$ cat src/hw/rtl/alpha_blend_recolor_blit_top_defines.svh
// Assertion macros used by the blit RTL.
`ifndef ALPHA_BLEND_RECOLOR_BLIT_TOP_DEFINES_SVH
`define ALPHA_BLEND_RECOLOR_BLIT_TOP_DEFINES_SVH

// Same-cycle implication, sampled on clk, quiet during reset.
`define ABRB_ASSERT_IMP(label, ante, cons, msg) \
	label: assert property (@(posedge clk) disable iff (!arst_n) (ante) |-> (cons)) \
		else $error(msg);

// Next-cycle implication, sampled on clk, quiet during reset.
`define ABRB_ASSERT_NXT(label, ante, cons, msg) \
	label: assert property (@(posedge clk) disable iff (!arst_n) (ante) |=> (cons)) \
		else $error(msg);

`endif

$ cat src/hw/rtl/abrb_pkg.sv
// Package with beat types, register indexes and operation codes of the blit.
package abrb_pkg;

	localparam int PIX_W     = 32;
	localparam int COORD_W   = 10;
	localparam int WIN_END_W = 11;
	localparam int MODE_W    = 2;
	localparam int CFG_IDX_W = 3;
	localparam int BYTE_W    = 8;
	localparam int LANES     = 3;
	localparam int SUM_W     = 16;

	localparam logic [BYTE_W-1:0] ALPHA_FULL = 8'hFF;
	localparam logic [BYTE_W-1:0] ALPHA_NONE = 8'h00;

	// Configuration register indexes
	localparam logic [CFG_IDX_W-1:0] REG_MODE        = 3'd0;
	localparam logic [CFG_IDX_W-1:0] REG_KEY_COLOR   = 3'd1;
	localparam logic [CFG_IDX_W-1:0] REG_NEW_COLOR   = 3'd2;
	localparam logic [CFG_IDX_W-1:0] REG_WIN_X_START = 3'd3;
	localparam logic [CFG_IDX_W-1:0] REG_WIN_Y_START = 3'd4;
	localparam logic [CFG_IDX_W-1:0] REG_WIN_X_END   = 3'd5;
	localparam logic [CFG_IDX_W-1:0] REG_WIN_Y_END   = 3'd6;

	// Blit modes
	localparam logic [MODE_W-1:0] MODE_BLEND   = 2'd0;
	localparam logic [MODE_W-1:0] MODE_FILL    = 2'd1;
	localparam logic [MODE_W-1:0] MODE_RECOLOR = 2'd2;

	// Per-pixel operation chosen in the first stage
	localparam logic [1:0] OP_KEEP  = 2'd0;
	localparam logic [1:0] OP_COPY  = 2'd1;
	localparam logic [1:0] OP_BLEND = 2'd2;

	typedef struct packed {
		logic [PIX_W-1:0]   src_pixel;
		logic [PIX_W-1:0]   dst_pixel;
		logic [COORD_W-1:0] dst_x;
		logic [COORD_W-1:0] dst_y;
	} blit_in_t;

	typedef struct packed {
		logic [PIX_W-1:0] out_pixel;
		logic             write_enable;
	} blit_out_t;

endpackage

$ cat src/hw/rtl/alpha_blend_recolor_blit_top.sv
// Alpha-blend blit with fill and colour-key recolour, three-stage pipeline.
//
// One pixel beat enters per clock while pix_stall is low. Its result is
// offered on the result side through three register stages:
// stage 1 holds the window test and colour select, stage 2 holds the
// three weighted sums of the six 8x8 products per pixel, and stage 3
// divides by 255 and makes the final select into the output register.
// Throughput is one pixel per clock whenever the result side takes beats.
// A stall on the result side fills the empty stages first and only then
// stalls the pixel side. Configuration writes are always ready and take
// effect for beats accepted afterwards; write them while idle.
module alpha_blend_recolor_blit_top import abrb_pkg::*; #(
	parameter int SCREEN_W = 1024,
	parameter int SCREEN_H = 1024
) (
	input  logic                 clk,
	input  logic                 arst_n,
	input  logic                 pix_valid,
	output logic                 pix_stall,
	input  blit_in_t             pix,
	output logic                 res_valid,
	input  logic                 res_stall,
	output blit_out_t            res,
	input  logic                 cfg_valid,
	output logic                 cfg_ready,
	input  logic [CFG_IDX_W-1:0] cfg_index,
	input  logic [PIX_W-1:0]     cfg_data
);

`include "alpha_blend_recolor_blit_top_defines.svh"

	localparam int XW_SCR = $clog2(SCREEN_W + 1);
	localparam int YW_SCR = $clog2(SCREEN_H + 1);
	localparam int XBW    = (XW_SCR > WIN_END_W) ? XW_SCR : WIN_END_W;
	localparam int YBW    = (YW_SCR > WIN_END_W) ? YW_SCR : WIN_END_W;
	localparam logic [XBW-1:0] SCR_X_BOUND = XBW'(SCREEN_W);
	localparam logic [YBW-1:0] SCR_Y_BOUND = YBW'(SCREEN_H);

	// Configuration registers
	logic [MODE_W-1:0]    mode_q;
	logic [PIX_W-1:0]     key_color_q;
	logic [PIX_W-1:0]     new_color_q;
	logic [COORD_W-1:0]   win_x_start_q;
	logic [COORD_W-1:0]   win_y_start_q;
	logic [WIN_END_W-1:0] win_x_end_q;
	logic [WIN_END_W-1:0] win_y_end_q;

	assign cfg_ready = 1'b1;

	// Take register writes
	always_ff @(posedge clk or negedge arst_n) begin
		if (!arst_n) begin
			mode_q        <= MODE_BLEND;
			key_color_q   <= '0;
			new_color_q   <= '0;
			win_x_start_q <= '0;
			win_y_start_q <= '0;
			win_x_end_q   <= 11'd1024;
			win_y_end_q   <= 11'd1024;
		end else if (cfg_valid && cfg_ready) begin
			case (cfg_index)
				REG_MODE:        mode_q        <= cfg_data[MODE_W-1:0];
				REG_KEY_COLOR:   key_color_q   <= cfg_data;
				REG_NEW_COLOR:   new_color_q   <= cfg_data;
				REG_WIN_X_START: win_x_start_q <= cfg_data[COORD_W-1:0];
				REG_WIN_Y_START: win_y_start_q <= cfg_data[COORD_W-1:0];
				REG_WIN_X_END:   win_x_end_q   <= cfg_data[WIN_END_W-1:0];
				REG_WIN_Y_END:   win_y_end_q   <= cfg_data[WIN_END_W-1:0];
				default: ;
			endcase
		end
	end

	// Stage enables: a stage advances when it is empty or the next one advances
	logic en1, en2, en3;
	logic vld_s1, vld_s2, vld_s3;

	assign en3       = !vld_s3 || !res_stall;
	assign en2       = !vld_s2 || en3;
	assign en1       = !vld_s1 || en2;
	assign pix_stall = !en1;

	always_ff @(posedge clk or negedge arst_n) begin
		if (!arst_n) begin
			vld_s1 <= 1'b0;
			vld_s2 <= 1'b0;
			vld_s3 <= 1'b0;
		end else begin
			if (en1) vld_s1 <= pix_valid;
			if (en2) vld_s2 <= vld_s1;
			if (en3) vld_s3 <= vld_s2;
		end
	end

	// Stage 1: clip the window, pick the colour and the operation
	logic [XBW-1:0]       x_bound;
	logic [YBW-1:0]       y_bound;
	logic                 in_win;
	logic [BYTE_W-1:0]    alpha;
	logic                 key_hit;
	logic [PIX_W-1:0]     colour;
	logic [1:0]           op;
	logic                 mode_ok;

	always_comb begin
		x_bound = (XBW'(win_x_end_q) < SCR_X_BOUND) ? XBW'(win_x_end_q) : SCR_X_BOUND;
		y_bound = (YBW'(win_y_end_q) < SCR_Y_BOUND) ? YBW'(win_y_end_q) : SCR_Y_BOUND;
		in_win  = (pix.dst_x >= win_x_start_q) && (XBW'(pix.dst_x) < x_bound) &&
			(pix.dst_y >= win_y_start_q) && (YBW'(pix.dst_y) < y_bound);
		alpha   = pix.src_pixel[PIX_W-1 -: BYTE_W];
		key_hit = (pix.src_pixel[LANES*BYTE_W-1:0] == key_color_q[LANES*BYTE_W-1:0]);
		mode_ok = 1'b1;
		case (mode_q)
			MODE_BLEND:   colour = {pix.dst_pixel[PIX_W-1 -: BYTE_W],
				pix.src_pixel[LANES*BYTE_W-1:0]};
			MODE_FILL:    colour = key_color_q;
			MODE_RECOLOR: colour = key_hit ? new_color_q : pix.src_pixel;
			default: begin
				colour  = pix.dst_pixel;
				mode_ok = 1'b0;
			end
		endcase
		if (!in_win || !mode_ok || alpha == ALPHA_NONE)
			op = OP_KEEP;
		else if (alpha == ALPHA_FULL)
			op = OP_COPY;
		else
			op = OP_BLEND;
	end

	logic [PIX_W-1:0]  dst_s1, colour_s1;
	logic [BYTE_W-1:0] alpha_s1;
	logic [1:0]        op_s1;
	logic              we_s1;

	always_ff @(posedge clk) begin
		if (en1) begin
			dst_s1    <= pix.dst_pixel;
			colour_s1 <= colour;
			alpha_s1  <= alpha;
			op_s1     <= op;
			we_s1     <= in_win;
		end
	end

	// Stage 2: weighted sum s*a + d*(255-a) per colour byte
	logic [LANES-1:0][SUM_W-1:0] sum;
	logic [BYTE_W-1:0]           inv_alpha;

	always_comb begin
		inv_alpha = ALPHA_FULL - alpha_s1;
		for (int i = 0; i < LANES; i++) begin
			sum[i] = SUM_W'(colour_s1[i*BYTE_W +: BYTE_W]) * SUM_W'(alpha_s1) +
				SUM_W'(dst_s1[i*BYTE_W +: BYTE_W]) * SUM_W'(inv_alpha);
		end
	end

	logic [LANES-1:0][SUM_W-1:0] sum_s2;
	logic [PIX_W-1:0]            dst_s2, colour_s2;
	logic [1:0]                  op_s2;
	logic                        we_s2;

	always_ff @(posedge clk) begin
		if (en2) begin
			sum_s2    <= sum;
			dst_s2    <= dst_s1;
			colour_s2 <= colour_s1;
			op_s2     <= op_s1;
			we_s2     <= we_s1;
		end
	end

	// Stage 3: divide by 255, exact for sums up to 255*255, then select the word
	logic [LANES-1:0][SUM_W:0]  quo_wide;
	logic [LANES*BYTE_W-1:0]    mixed;
	blit_out_t                  res_d;

	always_comb begin
		for (int i = 0; i < LANES; i++) begin
			quo_wide[i] = {1'b0, sum_s2[i]} + {9'd0, sum_s2[i][SUM_W-1 -: BYTE_W]} +
				(SUM_W+1)'(1);
			mixed[i*BYTE_W +: BYTE_W] = quo_wide[i][SUM_W-1 -: BYTE_W];
		end
		res_d.write_enable = we_s2;
		case (op_s2)
			OP_COPY:  res_d.out_pixel = colour_s2;
			OP_BLEND: res_d.out_pixel = {dst_s2[PIX_W-1 -: BYTE_W], mixed};
			default:  res_d.out_pixel = dst_s2;
		endcase
	end

	// A kept beat moving into the output register this cycle
	logic keep_out_s2;
	assign keep_out_s2 = vld_s2 && en3 && (op_s2 == OP_KEEP);

	always_ff @(posedge clk) begin
		if (en3) begin
			res <= res_d;
		end
	end

	assign res_valid = vld_s3;

	// Checks on the pipeline control
	`ABRB_ASSERT_IMP(a_full_stall, pix_stall, vld_s2 && vld_s3 && res_stall, "early stall")
	`ABRB_ASSERT_NXT(a_accept_fills_s1, pix_valid && !pix_stall, vld_s1, "accepted beat lost")
	`ABRB_ASSERT_NXT(a_s2_holds, vld_s2 && !en3, vld_s2 && $stable(sum_s2), "stage 2 lost beat")
	`ABRB_ASSERT_NXT(a_keep_dst, keep_out_s2, res.out_pixel == $past(dst_s2), "kept pixel")

endmodule
$ cat config.mk
export PLATFORM = sky130hd
export DESIGN_NAME = alpha_blend_recolor_blit_top
export DESIGN_NICKNAME = d
export VERILOG_FILES = /design/src/hw/rtl/abrb_pkg.sv /design/src/hw/rtl/alpha_blend_recolor_blit_top.sv
export VERILOG_INCLUDE_DIRS = /design/src /design/src/hw/rtl
export SDC_FILE = /design/constraint.sdc
export NUM_CORES = 1
export LEC_CHECK = 0
export BUFFER_PORTS_ARGS = -buffer_cell sky130_fd_sc_hd__buf_2
export CORE_MARGIN = 2
export CORE_UTILIZATION = 38
export DETAILED_ROUTE_END_ITERATION = 10
export PLACE_DENSITY = 0.64
export SLEW_MARGIN = 0
export SYNTH_ARGS = -nofsm -noshare
export SYNTH_HDL_FRONTEND = slang
export SYNTH_SLANG_ARGS = --single-unit
$ cat constraint.sdc
create_clock -name clk -period 6.29 [get_ports clk]
set_clock_uncertainty 0.05 [all_clocks]
set_input_delay 0.3145 -clock clk [delete_from_list [all_inputs] [get_ports clk]]
set_output_delay 0.3145 -clock clk [all_outputs]
set_load 0.01 [all_outputs]
==> summary.md, run 1 <==
| Metric | Value |
|---|---|
| Status | finished clean |
| Die Wd | ~270 µm |
| Area grow syn2layout | 13.86% |
| Fillcell total | ~6,700 |
| Die Height | 274.4 µm |
| Vias/cell | a little over 5 |
| Gr ovfl total | 0 |
| Critical path startpoint category | register |
| Post-CTS setup buffer count | 0 |
| Worst slew pin tran | between 1 and 1.5 ns |
| Initial DRC Count | about 1,100 |
| Synth cell types | 60 |
| Area of the core | roughly 73,000 µm² |
| Slew Viols, Final | 0 |
| All-Layer GR Usage | about a fifth |
| Period utilisation layout | between 90 and 100% |
| Port buffer count | ~160 |
| Clk Latency, worst-skew pair | 0.57 ns |
| Crit-path max FO | 48 |
| Vias | between 15,000 and 20,000 |
| Max-slew headroom | a little over a quarter |
| CP max-delay cell | fa_1 |
| Clock buffer depth | 3 |
| Post-Syn Instances | 2,476 |
| Tmin final | around 5.8 ns |
| Initial core utilization | 38.20% |
| Largest net degree at the start of global routing | 77 |
| Flops & latches, synth | between 300 and 400 |
| Syn. warnings | 0 |
| TritonCTS clock tree | built |
| Top cell by count, worst path | fa_1 |
| CTS buffer count | 38 |
| Data arrival, critical path | about 6.1 ns |
| Min Hold Slack | 0.03232 ns |
| Synth Flop Type | edfxtp_1 |
| Hold Crit Class | primary input to register |
| Worst path max stage delay | 0.56 ns |
| Fmax | approximately 170 MHz |
| I/O pins | 160 |
| Number of global-route vias before repair | just over 20,000 |
| Maxcap violations | 0 |
| Critical path cell sequence | buf_12, nor2b_1, fa_1, inv_1, fa_1, inv_1, fa_1, fa_1, fa_1, inv_1, fa_1, inv_1, ha_1, or3_1, o21bai_1, a31oi_1, o21bai_1, a21oi_1, xnor2_1 |
| Final #Nets | between 3,000 and 4,000 |
| DRC | 0 |
| Crit Path Category | register to register |
| Die area | 75,280 µm² |
| Worst Path Buf+Inv | 5 |
| Share of cells above drive strength 1 | approximately a tenth |
| Asr flop ratio synth | ~33% |
| WP data required | roughly 6.5 ns |
| Gates resized, CTS repair | 0 |
| Post-Syn Area | about 28,000 µm² |
| Drt total wl | 68.62 mm |
| Routed Antenna Nets | 0 |
| Crit. End Element | register |
| Cell family with most CP delay | adder cells |
| CTS Sinks | between 300 and 400 |
| GP Congestion | about 0.87 |
| Register area share after synthesis | around 34% |
| Post-DP HPWL | approximately 51 mm |
| RSZ-0062 raised after global routing | no |
| Post-synth EDFFs | about 220 |
| Per-cell routed wire length | 18.68 µm |
| Synth Area per Inst | 11.22 µm² |
| Router iterations before antenna repair | 5 |
| First-pass GRT wire length | between 100 and 150 mm |
| Final setup vio count | 0 |
| H-tree levels | 2 |
| Endpoints failing hold | 0 |
| Clock transition at path regs | ~0.060 ns |
| Initial antenna violation count | 10 |
| Fin Setup TNS | 0 ns |
| Clock Root Buffer | clkbuf_16 |
| FP Rows | between 90 and 100 |
-- what timing repair did --
action | 4_1_cts | 5_1_grt
hold endpoints to repair | 128 | 0
hold buffers | 63 | 0
setup endpoints to repair | 0 | 0
-- metrics by stage --
step,cells,utilization (%),setup WS (ns),area (µm²)
floorplan,2478,-,0.5494,27780
global placement,3534,40.89,0.6626,29730
detailed placement,3534,40.89,0.5231,29730
CTS,3667,43.47,0.4854,31610
global route,3672,43.49,0.2087,31620
finish,3673,43.49,0.4705,31630
-- path summary, 6_finish.rpt --
kind / start / endpoint / slack (ns) / depth (start not counted)
setup / recovery: alpha_s1[2]$_DFFE_PN_ / sum_s2[12]$_DFFE_PP_ / 0.47 / 19
hold / removal: cfg_data[6] / win_y_start_q[6]$_DFFE_PN0P_ / 0.03 / 3
min in group asynchronous: arst_n / key_color_q[24]$_DFFE_PN0P_ / 0.25 / 2
hold reg to reg: dst_s1[31]$_DFFE_PN_ / dst_s2[31]$_DFFE_PP_ / 0.37 / 0
setup reg to reg: alpha_s1[2]$_DFFE_PN_ / sum_s2[12]$_DFFE_PP_ / 0.47 / 19
max in group asynchronous: arst_n / key_color_q[0]$_DFFE_PN0P_ / 4.59 / 3
-- cell families (layout without fill, tap and decap cells) --
kind of cell	after synthesis	after routing	synth area share [%]
other	2	10	0.02704
XOR/XNOR	96	96	3.027
multiplexers	166	166	6.586
adder cells (fa/ha/maj)	535	535	31.88
flip-flops	334	334	34.12
AND/OR/NAND/NOR	590	590	11.63
AO/OA/AOI/OAI	232	232	5.532
buffers and inverters	521	751	7.203
-- cells in the final DEF, fill, tap and decap left out, types with 32 or more instances in the layout --
master,instances
nand2b_1,75
dfrtp_1,109
a21oi_1,66
dlygate4sd3_1,63
clkbuf_16,39
o22ai_1,35
fa_1,288
ha_1,247
nand2_1,165
nor2b_1,145
and2_1,109
xnor2_1,57
inv_1,432
xor2_1,39
mux2i_1,32
buf_2,157
edfxtp_1,223
mux2_1,122
-- registers in the layout, indices dropped and copies added (netlist names), 2 cells and up --
signal and count:
sum_s2 48, res 33, colour_s1 32, colour_s2 32, dst_s1 32, dst_s2 32
key_color_q 32, new_color_q 32, win_x_end_q 11, win_y_end_q 11, win_x_start_q 10, win_y_start_q 10
alpha_s1 8, mode_q 2, op_s1 2, op_s2 2
-- final cells by class --
cell class	count	area, µm²	share of cell area, %
repair buffers	249	1722	5.444
multi-input cells	1623	16340	51.67
inverters	432	1622	5.127
flip-flops and latches	334	9477	29.97
well taps	959	1200	3.794
clock inverters	20	214.0	0.6765
clock buffers	50	1037	3.280
diodes	6	15.01	0.04748
-- worst register-to-register path, cell delays in order, from the launching register on --
cell	delay (ns)
edfxtp_1	0.37
buf_12	0.26
nor2b_1	0.14
fa_1	0.56
inv_1	0.06
fa_1	0.53
inv_1	0.05
fa_1	0.53
fa_1	0.44
fa_1	0.49
inv_1	0.05
fa_1	0.47
inv_1	0.04
ha_1	0.19
or3_1	0.42
o21bai_1	0.18
a31oi_1	0.30
o21bai_1	0.11
a21oi_1	0.20
xnor2_1	0.11
-- layer usage --
metal	routed length [µm]	up-vias	global-route usage, %
met4	2368	10	6.622
li1	-	8510	-
met2	32590	515	31.18
met1	29990	9427	24.73
met5	64	-	0
met3	3604	145	3.118
-- synth_stat cells (all sizes together) (3+ instances only) --
library cell | instances | area, µm²
nand3 | 19 | 95.09
fa | 288 | 5766
or2 | 3 | 18.77
o2111ai | 3 | 26.28
nand2b | 75 | 469.2
o21a | 5 | 37.54
and3 | 13 | 81.33
edfxtp | 223 | 6696
nand2 | 166 | 623.1
or3 | 4 | 25.02
ha | 247 | 3090
xor2 | 39 | 341.6
nor3 | 8 | 56.31
mux2 | 134 | 1509
o221ai | 25 | 219.0
o21bai | 9 | 67.56
a31oi | 7 | 43.79
nor4 | 7 | 43.79
mux2i | 32 | 320.3
o22ai | 35 | 219.0
nand4b | 4 | 35.03
a21oi | 66 | 330.3
nand4 | 13 | 81.33
o211ai | 9 | 67.56
a211oi | 7 | 52.55
and2 | 109 | 681.9
xnor2 | 57 | 499.2
nor2 | 19 | 71.32
o21ai | 25 | 125.1
dfrtp | 109 | 2728
inv | 432 | 1622
nor2b | 146 | 913.4
a22o | 8 | 70.07
a21o | 16 | 120.1
buf | 14 | 97.59
clkbuf | 75 | 281.5
Power of run 1 is left out: the tool's default activity adds up to more than one toggle a clock period on the data nets, which glitch-free logic cannot reach.
==> run 2, diff against run 1 <==
REMOVE_ABC_BUFFERS = 1   (was unset)
==> summary.md, run 2 (synthesis results as in run 1) <==
| Metric | Value |
|---|---|
| GR Util met3 | 3.468% (was 3.118%) |
| Slew Viols, Final | 0 (unchanged) |
| All-Layer GR Usage | 18.86% (was 18.76%) |
| Initial core utilization | 38.20% (unchanged) |
| Max-slew headroom | 31.29% (was 26.73%) |
| Drt total wl | 69.77 mm (was 68.62 mm) |
| GP Congestion | 0.8681 (was 0.8674) |
| Router iterations before antenna repair | 5 (unchanged) |
| Largest net degree at the start of global routing | 68 (was 77) |
| Vias/cell | 5.063 (was 5.066) |
| Number of global-route vias before repair | 20,090 (was 20,220) |
| R2R setup slack | 0.25 ns (was 0.47 ns) |
| H-tree levels | 2 (unchanged) |
| Endpoints failing hold | 0 (unchanged) |
| Share of cells above drive strength 1 | 10.55% (was 9.786%) |
| Die Height | 274.4 µm (unchanged) |
| Min Hold Slack | 0.02075 ns (was 0.03232 ns) |
| Fmax | 165.7 MHz (was 171.8 MHz) |
| Met2 Use GR | 30.64% (was 31.18%) |
| Tmin final | 6.036 ns (was 5.819 ns) |
| WP data required | 6.56 ns (was 6.53 ns) |
| Crit. End Element | register (unchanged) |
| M1 GR Usage | 25.33% (was 24.73%) |
| TritonCTS clock tree | built (unchanged) |
| Status | finished clean (unchanged) |
| Final #Nets | 3,361 (was 3,337) |
| Clk Latency, worst-skew pair | 0.60 ns (was 0.57 ns) |
| Crit-path max FO | 12 (was 48) |
| Routed Antenna Nets | 0 (unchanged) |
| Data arrival, critical path | 6.30 ns (was 6.06 ns) |
| RSZ-0062 raised after global routing | no (unchanged) |
| Top reg by flops | sum_s2 (unchanged) |
| Biggest regs | sum_s2 x48, res x33 (unchanged) |
| First-pass GRT wire length | 111.1 mm (was 110.4 mm) |
| CTS buffer count | 39 (was 38) |
| Critical path startpoint category | register (unchanged) |
| Gr busiest metal | met2 (unchanged) |
| Clock Root Buffer | clkbuf_16 (unchanged) |
| Clock transition at path regs | 0.06 ns (about the same) |
| DP Area | 29,780 µm² (was 29,730 µm²) |
| Footprint of the multi-input gates | 16,340 µm² (about the same) |
| Initial antenna violation count | 23 (was 10) |
| Vias | 18,740 (was 18,610) |
| Final instance area | 31,920 µm² (was 31,630 µm²) |
| Area grow syn2layout | 14.92% (was 13.86%) |
| Die Wd | 274.4 µm (unchanged) |
| Most frequent cells in the layout | 432 x inv_1, 288 x fa_1, 246 x ha_1 (was 432 x inv_1, 288 x fa_1, 247 x ha_1) |
| DRC | 0 (unchanged) |
| Critical path cell sequence | buf_6, nand2b_1, fa_1, fa_1, inv_1, fa_1, fa_1, fa_1, inv_1, fa_1, inv_1, ha_1, a21oi_1, o211ai_1, a31o_1, a31o_1, a21oi_1, xnor2_1 (was buf_12, nor2b_1, fa_1, inv_1, fa_1, inv_1, fa_1, fa_1, fa_1, inv_1, fa_1, inv_1, ha_1, or3_1, o21bai_1, a31oi_1, o21bai_1, a21oi_1, xnor2_1) |
| I/O pins | 160 (unchanged) |
| Period utilisation layout | 95.96% (was 92.52%) |
| Max reg flops | 48 (unchanged) |
| Worst slew pin tran | 1.031 ns (was 1.099 ns) |
| Sequential cell area | 9478 µm² (was 9477 µm²) |
| Per-cell routed wire length | 18.85 µm (was 18.68 µm) |
| CP max-delay cell | edfxtp_1 (was fa_1) |
| Port buffer count | 158 (unchanged) |
| Final setup vio count | 0 (unchanged) |
| FP Rows | 99 (unchanged) |
| Gr ovfl total | 0 (unchanged) |
| Worst path max stage delay | 0.79 ns (was 0.56 ns) |
| CTS Sinks | 334 (unchanged) |
| Fillcell total | 6,685 (was 6,718) |
| Clock buffer depth | 3 (unchanged) |
| Initial DRC Count | 1,155 (was 1,141) |
| Fin Setup TNS | 0 ns (unchanged) |
| Commonest non-fill, non-tap cell in the layout | inv_1 (unchanged) |
| Maxcap violations | 0 (unchanged) |
| Hold Crit Class | primary input to register (unchanged) |
| Crit Path Category | register to register (unchanged) |
| Post-DP HPWL | 52.11 mm (was 51.37 mm) |
| Die area | 75,280 µm² (unchanged) |
| Area of the core | 72,710 µm² (unchanged) |
| Top cell by count, worst path | fa_1 (unchanged) |
-- run 2: changes by cell type in the layout (fill, tap and decap cells not counted), moves of 2 or more --
| cell | delta |
|---|---|
| clkinv_16 | +2 |
| clkbuf_8 | +2 |
| diode_2 | +6 |
| buf_12 | -2 |
| clkinvlp_4 | +2 |
| buf_6 | +2 |
| dlygate4sd3_1 | +9 |
| clkinv_1 | -7 |
| buf_4 | +14 |
-- run 2: area by class of cell --
type | instances | area share [%]
inverter | 432 | 5.080
clock inverter | 17 | 0.8349
timing repair buffer | 272 | 5.950
multi-input combinational | 1623 | 51.18
clock buffer | 53 | 3.414
antenna | 12 | 0.09407
tap | 959 | 3.759
sequential | 334 | 29.69
-- run 2: worst max-delay path, delay by kind of cell (launching register included) --
| family | cells | cell delay, ns |
|---|---|---|
| AND/OR/NAND/NOR | 1 | 0.15 |
| AO/OA/AOI/OAI | 5 | 1.14 |
| buffers and inverters | 4 | 0.40 |
| adder cells (fa/ha/maj) | 7 | 3.12 |
| flip-flops | 1 | 0.79 |
| XOR/XNOR | 1 | 0.08 |
-- run 2: routing by layer --
layer	routed length [µm]	share of wire (%)
met1	30760	44
met2	32860	47
met3	3812	5.5
met4	2150	3.1
met5	185	0.27
-- run 2: path summary, 6_finish.rpt --
check	from	endpoint	cells past startpoint
setup / recovery	alpha_s1[6]$_DFFE_PN_	sum_s2[30]$_DFFE_PP_	18
max in group asynchronous	arst_n	key_color_q[22]$_DFFE_PN0P_	3
setup reg to reg	alpha_s1[6]$_DFFE_PN_	sum_s2[30]$_DFFE_PP_	18
hold / removal	cfg_data[1]	win_y_start_q[1]$_DFFE_PN0P_	3
min in group asynchronous	arst_n	new_color_q[29]$_DFFE_PN0P_	2
hold reg to reg	colour_s1[25]$_DFFE_PN_	colour_s2[25]$_DFFE_PP_	0
-- run 2: repair_timing --
item                       in CTS  in global routing
hold buffers                   72                  0
setup buffers                   0                  2
resized for setup               0                  1
setup endpoints to repair       0                  6
hold endpoints to repair      157                  0
-- run 2: stage by stage --
stage	instances	setup WS (ns)	util, %
floorplan	2389	0.4314	-
detailed placement	3546	0.2238	40.96
CTS	3688	0.1547	43.81
global placement	3546	0.3351	40.96
finish	3702	0.2541	43.90
global route	3698	0.03867	43.89
Power of run 2 is left out for the same reason.
